<file path="config.mk">
export PLATFORM = sky130hd
export DESIGN_NAME = qpp_gain_term
export DESIGN_NICKNAME = d
export VERILOG_FILES = /design/src/design/qpp_pkg.sv /design/src/design/qpp_gain_term.sv
export SDC_FILE = /design/constraint.sdc
export NUM_CORES = 2
export LEC_CHECK = 0
export BUFFER_PORTS_ARGS = -buffer_cell sky130_fd_sc_hd__clkbuf_2
export CAP_MARGIN = 20
export CORE_ASPECT_RATIO = 1.75
export CORE_MARGIN = 2
export CORE_UTILIZATION = 60
export CTS_BUF_LIST = sky130_fd_sc_hd__clkbuf_16
export CTS_CLUSTER_SIZE = 25
export DETAILED_ROUTE_END_ITERATION = 12
export GPL_TIMING_DRIVEN = 0
export PLACE_DENSITY = 0.86
export SKIP_LAST_GASP = 1
export SLEW_MARGIN = 20
export SYNTH_ARGS = -nofsm -noshare
export SYNTH_HDL_FRONTEND = slang
export SYNTH_SLANG_ARGS = --single-unit
</file>
<file path="constraint.sdc">
create_clock -name clk -period 25.9 [get_ports clk]
set_input_delay 5.18 -clock clk [delete_from_list [all_inputs] [get_ports clk]]
set_output_delay 5.18 -clock clk [all_outputs]
set_load 0.005 [all_outputs]
</file>
<file path="src/design/qpp_pkg.sv">
// Shared types, constants and register indexes of the quadrature position PID unit.
// No dependencies; every other design file imports this package.
package qpp_pkg;

  // Fixed field widths
  localparam int OP_W      = 3;
  localparam int CFG_IDX_W = 3;
  localparam int GAIN_W    = 32;
  localparam int POS_W     = 32;
  localparam int ERR_W     = 33;
  localparam int DIFF_W    = 34;
  localparam int SUM_W     = 48;
  localparam int DUTY_W    = 7;

  // Multiplier operand split: a 32-bit low part and a signed high part
  localparam int OPND_W    = 48;
  localparam int LO_W      = 32;
  localparam int HI_W      = OPND_W - LO_W;

  // Accumulator wide enough for the exact three-term PID sum
  localparam int ACC_W     = 83;

  localparam int GAIN_FRAC_BITS = 24;
  localparam int DUTY_MAX       = 100;
  localparam int QUO_W          = ACC_W - GAIN_FRAC_BITS;

  // Bus widths
  localparam int IN_DATA_W  = 40;
  localparam int OUT_DATA_W = 48;

  // Integral saturation limits
  localparam logic [SUM_W-1:0] SUM_POS_LIMIT = {1'b0, {(SUM_W-1){1'b1}}};
  localparam logic [SUM_W-1:0] SUM_NEG_LIMIT = {1'b1, {(SUM_W-1){1'b0}}};

  // Event codes carried on the input tuser
  typedef enum logic [OP_W-1:0] {
    OP_EDGE_A    = 3'd0,
    OP_EDGE_B    = 3'd1,
    OP_PID_TICK  = 3'd2,
    OP_FORCE_REV = 3'd3,
    OP_FORCE_FWD = 3'd4,
    OP_RESTART   = 3'd5
  } op_t;

  // What a pipeline slot will turn into at the output
  typedef enum logic [1:0] {
    KIND_TICK,
    KIND_REV,
    KIND_FWD,
    KIND_CLEAR
  } kind_t;

  // Gain register indexes
  localparam logic [CFG_IDX_W-1:0] CFG_PROP_A  = 3'd0;
  localparam logic [CFG_IDX_W-1:0] CFG_INTEG_A = 3'd1;
  localparam logic [CFG_IDX_W-1:0] CFG_DERIV_A = 3'd2;
  localparam logic [CFG_IDX_W-1:0] CFG_PROP_B  = 3'd3;
  localparam logic [CFG_IDX_W-1:0] CFG_INTEG_B = 3'd4;
  localparam logic [CFG_IDX_W-1:0] CFG_DERIV_B = 3'd5;

  // Gain reset values
  localparam logic [GAIN_W-1:0] PROP_A_RST  = 32'd85181000;
  localparam logic [GAIN_W-1:0] INTEG_A_RST = 32'd0;
  localparam logic [GAIN_W-1:0] DERIV_A_RST = 32'd567880000;
  localparam logic [GAIN_W-1:0] PROP_B_RST  = 32'd220052000;
  localparam logic [GAIN_W-1:0] INTEG_B_RST = 32'd71;
  localparam logic [GAIN_W-1:0] DERIV_B_RST = 32'd638862000;

  // Load enables of the two multiplier stages
  typedef struct packed {
    logic s2;
    logic s3;
  } term_en_t;

endpackage

</file>
<file path="src/design/qpp_gain_term.sv">
// One PID term: unsigned gain times a signed 48-bit operand, exact, over two stages.
// Depends on qpp_pkg.
module qpp_gain_term (
  input  logic                            clk,
  input  qpp_pkg::term_en_t               en,
  input  logic [qpp_pkg::GAIN_W-1:0]      gain,
  input  logic [qpp_pkg::OPND_W-1:0]      opnd,
  output logic [qpp_pkg::ACC_W-1:0]       term
);
  import qpp_pkg::*;

  logic signed [GAIN_W:0]        gain_s;
  logic signed [HI_W-1:0]        opnd_hi;
  logic        [2*LO_W-1:0]      lo_nxt;
  logic signed [GAIN_W+HI_W:0]   hi_nxt;
  logic        [2*LO_W-1:0]      lo_r;
  logic signed [GAIN_W+HI_W:0]   hi_r;
  logic        [ACC_W-1:0]       term_r;

  // Partial products: unsigned low word and signed high part of the operand.
  assign gain_s  = $signed({1'b0, gain});
  assign opnd_hi = $signed(opnd[OPND_W-1:LO_W]);
  assign lo_nxt  = gain * opnd[LO_W-1:0];
  assign hi_nxt  = gain_s * opnd_hi;

  always_ff @(posedge clk) begin
    if (en.s2) begin
      lo_r <= lo_nxt;
      hi_r <= hi_nxt;
    end
    // Recombine the partial products into one signed term.
    if (en.s3) begin
      term_r <= {{(ACC_W-2*LO_W){1'b0}}, lo_r}
              + {{(ACC_W-GAIN_W-HI_W-1-LO_W){hi_r[GAIN_W+HI_W]}}, hi_r, {LO_W{1'b0}}};
    end
  end

  assign term = term_r;

endmodule

</file>
==> flow_summary_export.csv <==
group,metric,value,unit
status,status,"complete, but fails checks",
status,violations,"capacitance limit, slew limit",
placement,dp_hpwl,208000,µm
worst_setup_path,startpoint,"gain[12]",
logic_synthesis,synth_compound_area_frac,0.0507,
sta,fmax,65.0,MHz
clocking,postCtsResizedCells,0,
die,fp-row-count,150,
sta,slew_viol_final,3,
finish,fillers,7993,
placement,numPortBuffers,133,
drt,via_per_inst,6.48,
drt,drcViolationCount,0,
clocking,postCtsHoldBufs,0,
worst_setup_path,cp-end-kind,"register",
die,die_w,239,µm
sta,setup-tns-final,0,ps
sta,fin_crit_sh,0.594,
sta,finalHoldWorstSlack,423,ps
logic_synthesis,yosysUniqueCellTypes,77,
worst_setup_path,path_class,"primary input to register",
worst_setup_path,cp_slowest_cell,"ha_1",
worst_setup_path,path_max_fanout,10,
worst_setup_path,cp-start-kind,"primary input",
logic_synthesis,synth_edf_count,195,
die,die_y,415,µm
sta,worst_slew_margin_rel,-0.106,
die,die_area,99200,µm²
global_route,met3_usage,0.271,
logic_synthesis,synth.mux.area_fraction,0.000345,
placement,gp_congestion,1.07,
logic_synthesis,syn_inst,6159,
worst_setup_path,cp.required,26190,ps
finish,area_growth,5.93,%
logic_synthesis,synthTopCellsByArea,"fa_1 45%, edfxtp_1 10%, ha_1 9.7%, inv_1 8.8%, and2_1 8.2%",
sta,tightest_slew,1650,ps
clocking,cts.reportedPaths.clkPinSlew,110,ps
logic_synthesis,synthesis.area,58000,µm²
sta,rsz0062_at_grt,"false",
logic_synthesis,synthesis.nets,8006,
logic_synthesis,synth_ff_type,"edfxtp_1",
logic_synthesis,synth_area_leader_cell,"fa_1",
die,core,95700,µm²
global_route,gr-usage-all-layers,0.568,
flow_run,max_cap_violations,1,
global_route,grt-busiest-layer,"met2",
worst_setup_path,cp.arrival,15670,ps
worst_setup_path,critPathMostFrequentCell,"fa_1",
worst_setup_path,rr_startpoint,"hi_r[0]$_DFFE_PP_",
global_route,grt_pass1_vias,51600,
worst_setup_path,rrSetupSlack,21770,ps
clocking,post_cts_buffers,0,
logic_synthesis,synth_top_family_by_area,"adder cells",
logic_synthesis,synth-async-reset-ratio,0,
clocking,cts_made_buffers,17,
logic_synthesis,synth_xor_area_frac,0.0225,
global_route,grt_max_degree,84,
placement,place_ws,10500,ps
drt,wl,267000,µm
sta,finalHoldViolCount,0,
sta,clock_skew,29.5,ps
sta,setup_viol_count_final,0,
logic_synthesis,yosys.area_share.simple,0.164,
worst_setup_path,r2r_end,"term[72]$_DFFE_PP_",
drt,firstDrtPassIters,10,
die,ios,166,
worst_setup_path,path_cells,"clkbuf_2 -> clkbuf_1 -> nand2_1 -> fa_1 -> inv_1 -> fa_1 -> fa_1 -> inv_1 -> fa_1 -> inv_1 -> fa_1 -> fa_1 -> fa_1 -> fa_1 -> ha_1 -> nand2_2 -> or3_1 -> o211ai_4 -> a211oi_1 -> buf_2 -> o31ai_4 -> a41oi_2 -> o41ai_2 -> xnor2_1",
sta,fin_ws,10520,ps
drt,routedWlPerCell,34.9,µm
finish,finalNetCount,8172,
clocking,clock_sinks,195,
logic_synthesis,synth-seq-cells,195,
global_route,grt_first_pass_wirelength,380000,µm
clocking,cts-root-buf,"clkbuf_16",
die,start_util,0.606,
clocking,cts_tree,"done",
logic_synthesis,synth_seq_area_share,0.101,
sta,fin_crit,15380,ps
worst_setup_path,rr_worst_depth,12,
drt,drtIter0Drc,6098,
worst_hold_path,hp-class,"register to register",
clocking,clock_latency,570,ps
logic_synthesis,synth.top_cell.area_share,0.454,
drt,vias,49600,
global_route,grt_use_met1,0.562,
drt,drtAntennaViolNets,0,
logic_synthesis,yosysWarningCount,0,
worst_setup_path,slowest_delay,1010,ps
clocking,cts.path.max_buffers,2,
global_route,grt_remaining_overflow,0,
clocking,cts_max_level,4,
worst_hold_path,min_from,"lo_r[3]$_DFFE_PP_",
global_route,antenna_found_initial,81,
finish,final_layout_size_suffix_gt1_frac,0.0492,
worst_hold_path,min_delay_path_depth,0,
logic_synthesis,synthAdderAreaFrac,0.551,
global_route,gr-usage-met2,0.812,
worst_setup_path,crit_path_end,"lo_r[63]$_DFFE_PP_",
logic_synthesis,syn_avg_cell_area,9.41,µm²
## registers in the layout, indices dropped and copies added (netlist names)
signal,cells
lo_r,64
term,82
hi_r,49
## synth_stat cells (3+ instances only)
cell       number
nand3_1        29
o21bai_1       22
nor2b_1        15
nand4_1        38
nor3_1         12
clkbuf_1      334
o31ai_1         8
and2_1        761
and3_1         20
o211ai_2        3
a21o_1         70
o311a_1         3
ha_1          449
o21a_1          8
fa_1         1315
o21ai_1         3
a211oi_1       14
a211o_1         3
inv_1        1355
o211ai_1        9
or4_1           3
buf_1           8
edfxtp_1      195
nor4_1          4
a31o_2          4
xnor2_1        97
a21bo_2         3
a31oi_1        16
nor2_1         90
o21ai_0        80
buf_2           7
or3_1           8
nand2_1       851
nand2b_1       48
o221ai_1        6
a21oi_1       158
xor2_1         52
o2111ai_1       6
and4_1          3
## stage by stage
stage	cells	instance area [µm²]	utilization
2_1_floorplan	6159	58000	-
3_3_place_gp	7508	60200	0.629
3_5_place_dp	7514	60400	0.631
4_1_cts	7546	61000	0.637
5_1_grt	7581	61200	0.640
6_report	7656	61400	0.642
## critical path: cells and delay by family
kind	cells	cell delay, ps
adders and majority gates	9	5390
AOI/OAI and AO/OA	5	2010
buffers and inverters	6	1930
and+or+nand+nor	3	880
xor gates and xnor gates	1	220
## logic make-up (layout without fill, tap and decap cells)
family	after synthesis	count (layout)
simple gates	1896	1896
other cells	0	102
buf+inv	1705	1884
mux	2	2
flops	195	195
fa+ha+maj	1764	1764
compound gates	448	448
xor+xnor	149	149
## routing by layer
| metal | share of wire | routed length [µm] |
|---|---|---|
| met1 | 0.29 | 76600 |
| met5 | 0.0014 | 377 |
| met3 | 0.12 | 32800 |
| met4 | 0.16 | 41500 |
| met2 | 0.43 | 116000 |
## worst min path at each step
stage	to	slack [ps]
global route	term[15]$_DFFE_PP_	440
global placement	term[2]$_DFFE_PP_	400
finish	term[3]$_DFFE_PP_	420
CTS	term[3]$_DFFE_PP_	420
floorplan	term[0]$_DFFE_PP_	400
detailed placement	term[3]$_DFFE_PP_	400
## layout by cell type (no fill, tap or decap), types with 5 or more instances in the layout
master,instances
inv_1,1355
fa_1,1315
nand2_1,851
and2_1,761
ha_1,448
clkbuf_1,248
clkbuf_2,217
edfxtp_1,195
a21oi_1,157
diode_2,102
xnor2_1,93
nor2_1,89
o21ai_0,76
a21o_1,70
xor2_1,52
nand2b_1,48
nand4_1,38
nand3_1,29
o21bai_1,22
and3_1,20
clkbuf_16,17
a31oi_1,16
nor2b_1,15
a211oi_1,14
nor3_1,12
o211ai_1,9
buf_2,8
or3_1,8
o21a_1,8
buf_1,8
o31ai_1,8
o21ai_1,6
o221ai_1,6
o2111ai_1,6
inv_12,5
buf_6,5
## final cells by class
type / instances / area, µm² / area share
inverter: 1355 / 5090 / 0.0828
sequential: 195 / 5860 / 0.0953
clock buffer: 17 / 425 / 0.00693
buffer: 350 / 1430 / 0.0233
tap: 1216 / 1520 / 0.0248
timing repair buffer: 147 / 860 / 0.0140
clock inverter: 15 / 213 / 0.00346
multi-input combinational: 4259 / 45800 / 0.745
antenna: 102 / 255 / 0.00416
Power is not shown: default switching activity piles up to over one toggle a cycle in this logic, so the estimate is an artifact.
